**src/sv/smpc_pkg.sv**
```systemverilog
`timescale 1ns / 1ps
// ----------------------------------------------------------------------------
// smpc_pkg
// Widths, calibration constants and shared types of the soil moisture
// percent calculator.
// ----------------------------------------------------------------------------
package smpc_pkg;

  // field widths
  localparam int SAMPLE_W = 13;
  localparam int TEMP_W   = 12;
  localparam int MOIST_W  = 14;
  localparam int DRY_W    = 13;
  localparam int WET_W    = 12;

  // internal widths
  localparam int SUM_W    = SAMPLE_W + 2;     // three samples
  localparam int CALNUM_W = 23;               // supply*198 + 3597759 < 2^23
  localparam int DIFF_W   = TEMP_W + 1;       // temperature minus reference
  localparam int MAG_W    = 12;               // |diff| <= 2298
  localparam int MAG21_W  = 16;               // |diff| * 21
  localparam int COMP_W   = 14;               // |diff| * 21 / 5 <= 9651
  localparam int LEVEL_W  = 15;               // average plus compensation

  // calibration lines
  localparam int DRY_SLOPE  = 198;
  localparam int DRY_OFFSET = 3597759;
  localparam int WET_SLOPE  = 171;
  localparam int WET_OFFSET = 2060895;

  // compensation: 420/100 reduced to 21/5, reference 25.0 C
  localparam int TEMP_REF   = 250;
  localparam int COMP_RATIO = 21;

  // reciprocal constants: floor(x / d) == (x * RECIP) >> SHIFT over the range
  localparam int RECIP_3       = 21846;
  localparam int RECIP_3_SH    = 16;
  localparam int RECIP_1000    = 8589935;
  localparam int RECIP_1000_W  = 24;
  localparam int RECIP_1000_SH = 33;
  localparam int RECIP_5       = 52429;
  localparam int RECIP_5_SH    = 18;

  localparam int AVGPROD_W  = SUM_W + 16;
  localparam int CALPROD_W  = CALNUM_W + RECIP_1000_W;
  localparam int COMPPROD_W = MAG21_W + 16;

  // moisture scale
  localparam int FULL_WET = 10000;
  localparam int MID_WET  = 5000;

  // divider: quotient below 2^MOIST_W, two quotient bits per stage
  localparam int DEN_W       = DRY_W;
  localparam int NUM_W       = DEN_W + MOIST_W;
  localparam int DIV_STEP    = 2;
  localparam int DIV_STAGES  = MOIST_W / DIV_STEP;

  typedef struct packed {
    logic [SAMPLE_W-1:0] soil_average;
    logic [DRY_W-1:0]    dry_point;
    logic [WET_W-1:0]    wet_point;
    logic [LEVEL_W-1:0]  level;
  } front_t;

  typedef struct packed {
    logic [SAMPLE_W-1:0] soil_average;
    logic [DRY_W-1:0]    dry_point;
    logic [WET_W-1:0]    wet_point;
    logic [MOIST_W-1:0]  moist_fixed;
    logic                use_div;
  } side_t;

endpackage

```
**src/sv/smpc_in_if.sv**
```systemverilog
`timescale 1ns / 1ps
// ----------------------------------------------------------------------------
// smpc_in_if
// Reading channel: supply reading, three soil samples and temperature.
// ----------------------------------------------------------------------------
interface smpc_in_if import smpc_pkg::*; ();
  logic                     valid;
  logic                     ready;
  logic [SAMPLE_W-1:0]      supply_raw;
  logic [SAMPLE_W-1:0]      soil_sample_first;
  logic [SAMPLE_W-1:0]      soil_sample_second;
  logic [SAMPLE_W-1:0]      soil_sample_third;
  logic signed [TEMP_W-1:0] temp_tenths;

  modport source (
    output valid, supply_raw, soil_sample_first, soil_sample_second,
           soil_sample_third, temp_tenths,
    input  ready
  );

  modport sink (
    input  valid, supply_raw, soil_sample_first, soil_sample_second,
           soil_sample_third, temp_tenths,
    output ready
  );
endinterface

```
**src/sv/smpc_out_if.sv**
```systemverilog
`timescale 1ns / 1ps
// ----------------------------------------------------------------------------
// smpc_out_if
// Result channel: moisture, soil average and the two calibration points.
// ----------------------------------------------------------------------------
interface smpc_out_if import smpc_pkg::*; ();
  logic                valid;
  logic                ready;
  logic [MOIST_W-1:0]  moisture_hundredths;
  logic [SAMPLE_W-1:0] soil_average;
  logic [DRY_W-1:0]    dry_point;
  logic [WET_W-1:0]    wet_point;

  modport source (
    output valid, moisture_hundredths, soil_average, dry_point, wet_point,
    input  ready
  );

  modport sink (
    input  valid, moisture_hundredths, soil_average, dry_point, wet_point,
    output ready
  );
endinterface

```
**src/sv/smpc_front.sv**
```systemverilog
`timescale 1ns / 1ps
// ----------------------------------------------------------------------------
// smpc_front
// Three-stage front end: sums and calibration numerators, reciprocal
// multiplies, then average, calibration points and compensated level.
// ----------------------------------------------------------------------------
module smpc_front import smpc_pkg::*; (
  input  logic         clk,
  input  logic         rst,
  smpc_in_if.sink      reading,
  input  logic         comp_enable,
  output logic         out_valid,
  input  logic         out_ready,
  output front_t       out_data
);

  // stage A
  logic                a_valid;
  logic                a_ready;
  logic [SUM_W-1:0]    a_sum;
  logic [CALNUM_W-1:0] a_dry_num;
  logic [CALNUM_W-1:0] a_wet_num;
  logic [MAG21_W-1:0]  a_mag21;
  logic                a_neg;
  logic                a_comp_en;

  // stage B
  logic                  b_valid;
  logic                  b_ready;
  logic [AVGPROD_W-1:0]  b_avg_prod;
  logic [CALPROD_W-1:0]  b_dry_prod;
  logic [CALPROD_W-1:0]  b_wet_prod;
  logic [COMPPROD_W-1:0] b_comp_prod;
  logic                  b_neg;
  logic                  b_comp_en;

  // stage C
  logic   c_valid;
  logic   c_ready;
  front_t c_data;

  logic signed [DIFF_W-1:0] diff;
  logic [MAG_W-1:0]         mag;
  logic [SAMPLE_W-1:0]      avg;
  logic [COMP_W-1:0]        comp;
  logic [LEVEL_W-1:0]       level_next;

  assign a_ready = !a_valid || b_ready;
  assign b_ready = !b_valid || c_ready;
  assign c_ready = !c_valid || out_ready;
  assign reading.ready = a_ready;

  always_comb begin
    diff = DIFF_W'(reading.temp_tenths) - DIFF_W'(TEMP_REF);
    if (diff < 0) begin
      mag = MAG_W'(-diff);
    end else begin
      mag = MAG_W'(diff);
    end
  end

  always_ff @(posedge clk) begin
    if (rst) begin
      a_valid <= 1'b0;
    end else if (a_ready) begin
      a_valid <= reading.valid;
    end
    if (a_ready && reading.valid) begin
      a_sum     <= SUM_W'(reading.soil_sample_first) + SUM_W'(reading.soil_sample_second)
                 + SUM_W'(reading.soil_sample_third);
      a_dry_num <= CALNUM_W'(32'(reading.supply_raw) * 32'(DRY_SLOPE) + 32'(DRY_OFFSET));
      a_wet_num <= CALNUM_W'(32'(reading.supply_raw) * 32'(WET_SLOPE) + 32'(WET_OFFSET));
      a_mag21   <= MAG21_W'(mag) * MAG21_W'(COMP_RATIO);
      a_neg     <= diff < 0;
      a_comp_en <= comp_enable;
    end
  end

  always_ff @(posedge clk) begin
    if (rst) begin
      b_valid <= 1'b0;
    end else if (b_ready) begin
      b_valid <= a_valid;
    end
    if (b_ready && a_valid) begin
      b_avg_prod  <= AVGPROD_W'(a_sum) * AVGPROD_W'(RECIP_3);
      b_dry_prod  <= CALPROD_W'(a_dry_num) * CALPROD_W'(RECIP_1000);
      b_wet_prod  <= CALPROD_W'(a_wet_num) * CALPROD_W'(RECIP_1000);
      b_comp_prod <= COMPPROD_W'(a_mag21) * COMPPROD_W'(RECIP_5);
      b_neg       <= a_neg;
      b_comp_en   <= a_comp_en;
    end
  end

  // compensated level, clamped at zero when the term is positive
  always_comb begin
    avg  = b_avg_prod[RECIP_3_SH +: SAMPLE_W];
    comp = b_comp_prod[RECIP_5_SH +: COMP_W];
    if (!b_comp_en) begin
      level_next = LEVEL_W'(avg);
    end else if (b_neg) begin
      level_next = LEVEL_W'(avg) + LEVEL_W'(comp);
    end else if (LEVEL_W'(comp) > LEVEL_W'(avg)) begin
      level_next = '0;
    end else begin
      level_next = LEVEL_W'(avg) - LEVEL_W'(comp);
    end
  end

  always_ff @(posedge clk) begin
    if (rst) begin
      c_valid <= 1'b0;
    end else if (c_ready) begin
      c_valid <= b_valid;
    end
    if (c_ready && b_valid) begin
      c_data.soil_average <= avg;
      c_data.dry_point    <= b_dry_prod[RECIP_1000_SH +: DRY_W];
      c_data.wet_point    <= b_wet_prod[RECIP_1000_SH +: WET_W];
      c_data.level        <= level_next;
    end
  end

  assign out_valid = c_valid;
  assign out_data  = c_data;

endmodule

```
**src/sv/smpc_div.sv**
```systemverilog
`timescale 1ns / 1ps
// ----------------------------------------------------------------------------
// smpc_div
// Pipelined restoring divider, two quotient bits per stage. The numerator
// must stay below den * 2^MOIST_W; side data travels alongside.
// ----------------------------------------------------------------------------
module smpc_div import smpc_pkg::*; (
  input  logic               clk,
  input  logic               rst,
  input  logic               in_valid,
  output logic               in_ready,
  input  logic [NUM_W-1:0]   num,
  input  logic [DEN_W-1:0]   den,
  input  side_t              in_side,
  output logic               out_valid,
  input  logic               out_ready,
  output logic [MOIST_W-1:0] quotient,
  output side_t              out_side
);

  logic [DIV_STAGES-1:0] st_valid;
  logic [DIV_STAGES-1:0] st_ready;
  logic [DEN_W-1:0]      st_rem  [DIV_STAGES];
  logic [MOIST_W-1:0]    st_sh   [DIV_STAGES];
  logic [DEN_W-1:0]      st_den  [DIV_STAGES];
  side_t                 st_side [DIV_STAGES];

  for (genvar k = 0; k < DIV_STAGES; k++) begin : g_stage
    logic               up_valid;
    logic [DEN_W-1:0]   up_rem;
    logic [MOIST_W-1:0] up_sh;
    logic [DEN_W-1:0]   up_den;
    side_t              up_side;
    logic               dn_ready;
    logic [DEN_W-1:0]   rem_next;
    logic [MOIST_W-1:0] sh_next;
    logic [DEN_W:0]     trial;

    if (k == 0) begin : g_first
      // upper numerator bits are already below den
      assign up_valid = in_valid;
      assign up_rem   = num[NUM_W-1 -: DEN_W];
      assign up_sh    = num[MOIST_W-1:0];
      assign up_den   = den;
      assign up_side  = in_side;
    end else begin : g_next
      assign up_valid = st_valid[k-1];
      assign up_rem   = st_rem[k-1];
      assign up_sh    = st_sh[k-1];
      assign up_den   = st_den[k-1];
      assign up_side  = st_side[k-1];
    end

    if (k == DIV_STAGES - 1) begin : g_last
      assign dn_ready = out_ready;
    end else begin : g_mid
      assign dn_ready = st_ready[k+1];
    end

    assign st_ready[k] = !st_valid[k] || dn_ready;

    // for each of the two bits: shift in a numerator bit, subtract when it fits, record quotient bit
    always_comb begin
      rem_next = up_rem;
      sh_next  = up_sh;
      trial    = '0;
      for (int j = 0; j < DIV_STEP; j++) begin
        trial   = {rem_next, sh_next[MOIST_W-1]};
        sh_next = {sh_next[MOIST_W-2:0], 1'b0};
        if (trial >= {1'b0, up_den}) begin
          rem_next   = DEN_W'(trial - {1'b0, up_den});
          sh_next[0] = 1'b1;
        end else begin
          rem_next = trial[DEN_W-1:0];
        end
      end
    end

    always_ff @(posedge clk) begin
      if (rst) begin
        st_valid[k] <= 1'b0;
      end else if (st_ready[k]) begin
        st_valid[k] <= up_valid;
      end
      if (st_ready[k] && up_valid) begin
        st_rem[k]  <= rem_next;
        st_sh[k]   <= sh_next;
        st_den[k]  <= up_den;
        st_side[k] <= up_side;
      end
    end
  end

  assign in_ready  = st_ready[0];
  assign out_valid = st_valid[DIV_STAGES-1];
  assign quotient  = st_sh[DIV_STAGES-1];
  assign out_side  = st_side[DIV_STAGES-1];

endmodule

```
**src/sv/soil_moisture_percent_calc_unit.sv**
```systemverilog
`timescale 1ns / 1ps
// ----------------------------------------------------------------------------
// soil_moisture_percent_calc_unit
// Soil moisture in hundredths of a percent from supply and probe readings.
// ----------------------------------------------------------------------------
// Usage:
//   reading : valid/ready channel carrying the supply ADC reading, three soil
//             samples and the probe temperature in tenths of a degree.
//   result  : valid/ready channel with moisture (0..10000), the sample
//             average and the dry and wet calibration points.
//   cfg_wr_en / cfg_wr_data : write of the temperature compensation enable;
//             write it only while no transaction is in flight.
// Pipeline: 3 front-end stages, 1 setup stage, 7 divider stages and 1 output
//   register. Throughput: one transaction per cycle until a result stall fills
//   the pipe; every stage is a registered slot with its own valid bit.
// Reset (rst, synchronous): empties every stage and clears the compensation
//   enable. Stall: when result.ready is low the output holds, and the stages
//   behind it keep filling their empty slots until the pipe is full; only
//   then does reading.ready drop.
// ----------------------------------------------------------------------------
module soil_moisture_percent_calc_unit import smpc_pkg::*; (
  input  logic       clk,
  input  logic       rst,
  smpc_in_if.sink    reading,
  smpc_out_if.source result,
  input  logic       cfg_wr_en,
  input  logic       cfg_wr_data
);

  logic comp_enable;

  // front end to setup stage
  logic   fr_valid;
  logic   fr_ready;
  front_t fr_data;

  // setup stage: divider operands or a fixed answer
  logic             d_valid;
  logic             d_ready;
  logic [NUM_W-1:0] d_num;
  logic [DEN_W-1:0] d_den;
  side_t            d_side;

  logic             use_div;
  logic [MOIST_W-1:0] fixed_next;
  logic [DEN_W-1:0] span_next;
  logic [DEN_W-1:0] gap_next;

  // divider output
  logic               dv_in_ready;
  logic               dv_valid;
  logic               dv_ready;
  logic [MOIST_W-1:0] dv_quot;
  side_t              dv_side;

  // output register
  logic                o_valid;
  logic [MOIST_W-1:0]  o_moisture;
  logic [SAMPLE_W-1:0] o_average;
  logic [DRY_W-1:0]    o_dry;
  logic [WET_W-1:0]    o_wet;

  // configuration register: keep bit 0 of each write
  always_ff @(posedge clk) begin
    if (rst) begin
      comp_enable <= 1'b0;
    end else if (cfg_wr_en) begin
      comp_enable <= cfg_wr_data;
    end
  end

  smpc_front u_front (
    .clk         (clk),
    .rst         (rst),
    .reading     (reading),
    .comp_enable (comp_enable),
    .out_valid   (fr_valid),
    .out_ready   (fr_ready),
    .out_data    (fr_data)
  );

  // Classify the level against the calibration points. Strictly between
  // them the divider computes (dry - level) * 10000 / (dry - wet); otherwise
  // the answer is fixed and the divider sees 0 / 1.
  always_comb begin
    use_div    = 1'b0;
    fixed_next = '0;
    span_next  = DEN_W'(1);
    gap_next   = '0;
    priority if (fr_data.dry_point > DRY_W'(fr_data.wet_point)
                 && fr_data.level < LEVEL_W'(fr_data.dry_point)
                 && fr_data.level > LEVEL_W'(fr_data.wet_point)) begin
      use_div   = 1'b1;
      span_next = DEN_W'(fr_data.dry_point) - DEN_W'(fr_data.wet_point);
      gap_next  = DEN_W'(fr_data.dry_point) - fr_data.level[DEN_W-1:0];
    end else if (fr_data.level >= LEVEL_W'(fr_data.dry_point)) begin
      fixed_next = '0;
    end else if (fr_data.level <= LEVEL_W'(fr_data.wet_point)) begin
      fixed_next = MOIST_W'(FULL_WET);
    end else begin
      fixed_next = MOIST_W'(MID_WET);
    end
  end

  assign fr_ready = !d_valid || d_ready;
  assign d_ready  = dv_in_ready;

  always_ff @(posedge clk) begin
    if (rst) begin
      d_valid <= 1'b0;
    end else if (fr_ready) begin
      d_valid <= fr_valid;
    end
    if (fr_ready && fr_valid) begin
      d_num               <= NUM_W'(gap_next) * NUM_W'(FULL_WET);
      d_den               <= span_next;
      d_side.soil_average <= fr_data.soil_average;
      d_side.dry_point    <= fr_data.dry_point;
      d_side.wet_point    <= fr_data.wet_point;
      d_side.moist_fixed  <= fixed_next;
      d_side.use_div      <= use_div;
    end
  end

  smpc_div u_div (
    .clk       (clk),
    .rst       (rst),
    .in_valid  (d_valid),
    .in_ready  (dv_in_ready),
    .num       (d_num),
    .den       (d_den),
    .in_side   (d_side),
    .out_valid (dv_valid),
    .out_ready (dv_ready),
    .quotient  (dv_quot),
    .out_side  (dv_side)
  );

  // output register: parts the divider from the receiver
  assign dv_ready = !o_valid || result.ready;

  always_ff @(posedge clk) begin
    if (rst) begin
      o_valid <= 1'b0;
    end else if (dv_ready) begin
      o_valid <= dv_valid;
    end
    if (dv_ready && dv_valid) begin
      o_moisture <= dv_side.use_div ? dv_quot : dv_side.moist_fixed;
      o_average  <= dv_side.soil_average;
      o_dry      <= dv_side.dry_point;
      o_wet      <= dv_side.wet_point;
    end
  end

  assign result.valid               = o_valid;
  assign result.moisture_hundredths = o_moisture;
  assign result.soil_average        = o_average;
  assign result.dry_point           = o_dry;
  assign result.wet_point           = o_wet;

  // divider operands keep the quotient inside the moisture field
  a_div_range : assert property (@(posedge clk) disable iff (rst)
    d_valid |-> d_num[NUM_W-1 -: DEN_W] < d_den)
    else $error("divider numerator too large for its denominator");

  a_moist_max : assert property (@(posedge clk) disable iff (rst)
    result.valid |-> result.moisture_hundredths <= MOIST_W'(FULL_WET))
    else $error("moisture above full scale");

  a_points_order : assert property (@(posedge clk) disable iff (rst)
    result.valid |-> DRY_W'(result.wet_point) < result.dry_point)
    else $error("wet point not below dry point");

  a_reset_empty : assert property (@(posedge clk)
    rst |=> !result.valid)
    else $error("result valid right after reset");

endmodule

```
**src/flat_wrapper.sv**
```systemverilog
// flat-port wrapper written by rule: the top's interface ports become plain ports
module soil_moisture_percent_calc_unit_flat import smpc_pkg::*;
  (clk, rst, cfg_wr_en, cfg_wr_data, reading_valid, reading_supply_raw, reading_soil_sample_first, reading_soil_sample_second, reading_soil_sample_third, reading_temp_tenths, reading_ready, result_valid, result_moisture_hundredths, result_soil_average, result_dry_point, result_wet_point, result_ready);
  smpc_in_if reading_i ();
  smpc_out_if result_i ();
  input  logic clk;
  input  logic rst;
  input  logic cfg_wr_en;
  input  logic cfg_wr_data;
  input wire logic [$bits(reading_i.valid)-1:0] reading_valid;
  input wire logic [$bits(reading_i.supply_raw)-1:0] reading_supply_raw;
  input wire logic [$bits(reading_i.soil_sample_first)-1:0] reading_soil_sample_first;
  input wire logic [$bits(reading_i.soil_sample_second)-1:0] reading_soil_sample_second;
  input wire logic [$bits(reading_i.soil_sample_third)-1:0] reading_soil_sample_third;
  input wire logic [$bits(reading_i.temp_tenths)-1:0] reading_temp_tenths;
  output wire logic [$bits(reading_i.ready)-1:0] reading_ready;
  output wire logic [$bits(result_i.valid)-1:0] result_valid;
  output wire logic [$bits(result_i.moisture_hundredths)-1:0] result_moisture_hundredths;
  output wire logic [$bits(result_i.soil_average)-1:0] result_soil_average;
  output wire logic [$bits(result_i.dry_point)-1:0] result_dry_point;
  output wire logic [$bits(result_i.wet_point)-1:0] result_wet_point;
  input wire logic [$bits(result_i.ready)-1:0] result_ready;
  assign reading_i.valid = reading_valid;
  assign reading_i.supply_raw = reading_supply_raw;
  assign reading_i.soil_sample_first = reading_soil_sample_first;
  assign reading_i.soil_sample_second = reading_soil_sample_second;
  assign reading_i.soil_sample_third = reading_soil_sample_third;
  assign reading_i.temp_tenths = reading_temp_tenths;
  assign reading_ready = reading_i.ready;
  assign result_valid = result_i.valid;
  assign result_moisture_hundredths = result_i.moisture_hundredths;
  assign result_soil_average = result_i.soil_average;
  assign result_dry_point = result_i.dry_point;
  assign result_wet_point = result_i.wet_point;
  assign result_i.ready = result_ready;
  soil_moisture_percent_calc_unit u_core (.clk(clk), .rst(rst), .reading(reading_i), .result(result_i), .cfg_wr_en(cfg_wr_en), .cfg_wr_data(cfg_wr_data));
endmodule
```
**config.mk**
```make
export PLATFORM = sky130hd
export DESIGN_NAME = soil_moisture_percent_calc_unit_flat
export DESIGN_NICKNAME = d
export VERILOG_FILES = /design/src/sv/smpc_pkg.sv /design/src/sv/smpc_in_if.sv /design/src/sv/smpc_out_if.sv /design/src/sv/smpc_front.sv /design/src/sv/smpc_div.sv /design/src/sv/soil_moisture_percent_calc_unit.sv /design/src/flat_wrapper.sv
export SDC_FILE = /design/constraint.sdc
export NUM_CORES = 2
export LEC_CHECK = 0
export BUFFER_PORTS_ARGS = -buffer_cell sky130_fd_sc_hd__buf_2
export CELL_PAD_IN_SITES_DETAIL_PLACEMENT = 1
export CELL_PAD_IN_SITES_GLOBAL_PLACEMENT = 2
export CORE_MARGIN = 2
export CORE_UTILIZATION = 50
export CTS_BUF_LIST = sky130_fd_sc_hd__clkbuf_8
export CTS_CLUSTER_SIZE = 12
export DETAILED_ROUTE_END_ITERATION = 7
export PLACE_DENSITY_LB_ADDON = 0.1
export SYNTH_ARGS = -nofsm -noshare
export SYNTH_HDL_FRONTEND = slang
export SYNTH_HIERARCHICAL = 1
export SYNTH_SLANG_ARGS = --single-unit
```
**constraint.sdc**
```tcl
create_clock -name clk -period 23.3 [get_ports clk]
set_input_delay 5.825 -clock clk [delete_from_list [all_inputs] [get_ports clk]]
set_output_delay 5.825 -clock clk [all_outputs]
set_load 0.005 [all_outputs]
```
==> flow_metrics.py <==
metrics = {
    "status": {
        "outcome": "finished clean",
    },
    "routing": {
        "drcViolationCount": 0,
        "met2RoutedLength_mm": 83.4,
        "routed-via-count": 44500,
        "route.met3.wl_mm": 4.28,
        "ant_nets": 0,
        "firstDrtPassIters": 5,
        "dr.max_layer_used": "met4",
        "detailed_routing_wirelength_on_met1_mm": 73.0,
        "routed_via_density": 5.29,
        "drtIter0Drc": 1585,
        "wl_per_cell_um": 19.6,
        "totalWireLength_mm": 165,
    },
    "sta": {
        "maxSlewHeadroom_pct": 23.0,
        "drv_slew": 0,
        "finalSetupViolCount": 0,
        "layout_min_cycle_time_ps": 14500,
        "fin_crit_sh_pct": 62.2,
        "clock-skew-final_ps": 79.5,
        "tightestPinTransition_ps": 1150,
        "grt_setup_unrepaired": "no",
        "tns_ps": 0,
        "fmax_mhz": 69.0,
        "final_hold_viol_count": 0,
    },
    "synthesis": {
        "syn_inst": 6095,
        "post_synth.cell_area_avg_um2": 12.0,
        "seq_area_frac_synth_pct": 38.8,
        "yosys_register_bits": 950,
        "synthTopCellsByArea": "sky130_fd_sc_hd__edfxtp_1 (38%), sky130_fd_sc_hd__ha_1 (20%), sky130_fd_sc_hd__fa_1 (15%), sky130_fd_sc_hd__inv_1 (6.4%), sky130_fd_sc_hd__xnor2_1 (2.7%)",
        "synthXorXnorAreaFrac_pct": 3.69,
        "yosys_warnings": 6,
        "synth-compound-area-share_pct": 7.89,
        "synth_area_mm2": 0.0731,
        "synth.lib_cells_used.distinct": 92,
        "yosys.area_share.simple_pct": 5.46,
        "synth_top_area_share_pct": 38.5,
        "synth_enable_flop_cells": 937,
        "netlist.top_cell.by_area": "sky130_fd_sc_hd__edfxtp_1",
        "netlist_top_cells_count": "sky130_fd_sc_hd__inv_1 (1246), sky130_fd_sc_hd__ha_1 (1166), sky130_fd_sc_hd__edfxtp_1 (937)",
        "synth_async_sr_flop_share_pct": 0,
        "synth_most_common_cell": "sky130_fd_sc_hd__inv_1",
        "synth_mux_area_share_pct": 2.37,
        "yosys_most_used_dff": "sky130_fd_sc_hd__edfxtp_1",
        "synth_top_family_by_area": "adder cells",
        "synthAdderAreaFrac_pct": 35.1,
    },
    "setup_path": {
        "critPathBufInv": 2,
        "r2r_setup_slack_ps": 15180,
        "critical_path.max_fanout": 7,
        "rr_startpoint": "u_core/u_front/out_data[28]",
        "highest_cell_delay_on_the_worst_timing_path_ps": 630,
        "depth_of_the_most_critical_reg_to_reg_path": 22,
        "regToRegEndpoint": "u_core/d_num[25]",
        "cp-end-kind": "primary output",
        "worstPathRequired_ps": 17480,
        "critical_path_depth": 10,
        "crit_type": "in -> out",
        "slowest_stage": "sky130_fd_sc_hd__nor2b_1",
        "cell_class_contributing_the_biggest_share_of_worst_path_delay": "simple AND/OR/NAND/NOR gates",
        "timing.critical_path.cells": "buf_2 -> nand2b_1 -> nor2b_1 -> and2_1 -> and3_1 -> nand4_1 -> nand2b_1 -> nor2b_1 -> nand3_1 -> buf_2",
        "worstSetupStartpointType": "input port",
        "arrival_ps": 8670,
    },
    "clocking": {
        "tritoncts": "built",
        "clk-insertion-delay-late_ps": 900,
        "cts_post_setup_buffers_inserted": 0,
        "cts.sink_count": 950,
        "worst_setup_hold_path_clk_slew_ps": 60,
        "cts_root_buffer": "sky130_fd_sc_hd__clkbuf_8",
        "clk_path_buf_depth": 3,
        "cts_repair_resize_count": 0,
        "htree_num_levels": 4,
        "numCtsBuffers": 159,
        "cts_hold_buffers": 0,
    },
    "hold_path": {
        "worst_hold_path_type": "reg -> reg",
        "hold_path_depth": 0,
        "timing.hold.worst.start": "u_core/u_front/b_wet_prod[39]",
        "min_to": "u_core/u_front/out_data[21]",
    },
    "layout": {
        "num-nets-final": 8167,
        "layout-drive-gt1-share_pct": 8.10,
        "area_growth_pct": 8.69,
    },
    "place": {
        "finalWeightedCongestion": 0.853,
        "dpl.hpwl_mm": 135,
        "port_buffers": 123,
    },
    "floorplan": {
        "fp-row-count": 140,
        "pin_count": 124,
        "floorplan.initialDensity_pct": 50.3,
        "design.die.area_mm2": 0.149,
        "die_w_um": 386,
        "floorplan.core_area_mm2": 0.145,
        "chipHeight_um": 386,
    },
    "grt": {
        "grt_start_max_net_pins": 75,
        "first_pass_grt_wire_length_mm": 267,
        "total_overflow_reported_by_the_global_router": 0,
        "antenna_found_initial": 3,
        "global_route.usage.total_pct": 22.9,
        "vias_in_the_first_global_route": 50000,
    },
    "job": {
        "drv.max_cap_violation_count": 0,
    },
}
-- final cells by class --
cell class                 instances  area [um^2]
tap                             1917         2400
clock inverter                   126          945
clock buffer                     163         2240
timing repair buffer             147          796
sequential                       950        28400
antenna                            3         7.51
fill                           15200        65900
multi-input combinational       3872        40000
inverter                        1247         4680
-- layer usage --
metal | GRT usage [%] | up-vias
met5 | 0 | -
met2 | 41.0 | 536
met3 | 2.87 | 231
met4 | 6.96 | 0
met1 | 28.8 | 22200
li1 | - | 21600
-- worst max-delay path by stage --
stage,startpoint,slack (ps),endpoint
2_1_floorplan,result_ready,9340,u_core/u_div/st_den[2][0]
3_3_place_gp,result_ready,8970,reading_ready
3_5_place_dp,result_ready,8810,reading_ready
4_1_cts,result_ready,8790,reading_ready
5_1_grt,result_ready,8610,reading_ready
6_report,result_ready,8800,reading_ready
-- through the flow --
step | utilization [%] | cell area [um^2] | setup slack [ps] | std cells | hold slack, ps
after floorplan | - | 73100 | 9340 | 6104 | 400
after global placement | 52.5 | 76300 | 8970 | 8133 | 400
after detailed placement | 52.5 | 76300 | 8810 | 8133 | 405
after CTS | 54.7 | 79500 | 8790 | 8422 | 368
after global routing | 54.7 | 79500 | 8610 | 8424 | 389
final | 54.7 | 79500 | 8800 | 8425 | 387
-- cells by family after synthesis --
family / Yosys count
compound gates: 893
xor+xnor: 308
fa+ha+maj: 1720
buf+inv: 1282
flops: 950
mux: 154
other cells: 1
simple gates: 787
-- flip-flops by register name (all words and copies together) (netlist names), 13 cells and up --
| name | count |
|---|---|
| u_core/u_front/b_avg_prod | 13 |
| u_core/u_div/st_sh | 98 |
| u_core/u_front/a_sum | 15 |
| u_core/u_front/a_mag21 | 16 |
| u_core/u_front/a_wet_num | 22 |
| u_core/result.moisture_hundredths | 14 |
| u_core/result.soil_average | 13 |
| u_core/u_div/st_rem | 78 |
| u_core/u_div/st_den | 78 |
| u_core/d_side | 42 |
| u_core/u_front/out_data | 53 |
| u_core/result.dry_point | 13 |
| u_core/u_front/b_dry_prod | 13 |
| u_core/d_num | 23 |
| u_core/u_div/st_side | 371 |
| u_core/u_front/b_comp_prod | 14 |
| u_core/d_den | 13 |
| u_core/u_front/a_dry_num | 20 |
-- cell usage in the layout (no fill, tap or decap), types with 92 or more instances in the layout --
cell / count
sky130_fd_sc_hd__clkbuf_8: 163
sky130_fd_sc_hd__fa_1: 554
sky130_fd_sc_hd__ha_1: 1166
sky130_fd_sc_hd__a21oi_1: 290
sky130_fd_sc_hd__buf_2: 123
sky130_fd_sc_hd__a21o_1: 110
sky130_fd_sc_hd__mux2_2: 92
sky130_fd_sc_hd__o21ai_0: 147
sky130_fd_sc_hd__inv_1: 1288
sky130_fd_sc_hd__edfxtp_1: 937
sky130_fd_sc_hd__xnor2_1: 222
sky130_fd_sc_hd__nor2_1: 236
sky130_fd_sc_hd__nand2_1: 127
Power is left out: the tool's default activity adds up to more than one toggle a clock period on the data nets, which glitch-free logic cannot reach.
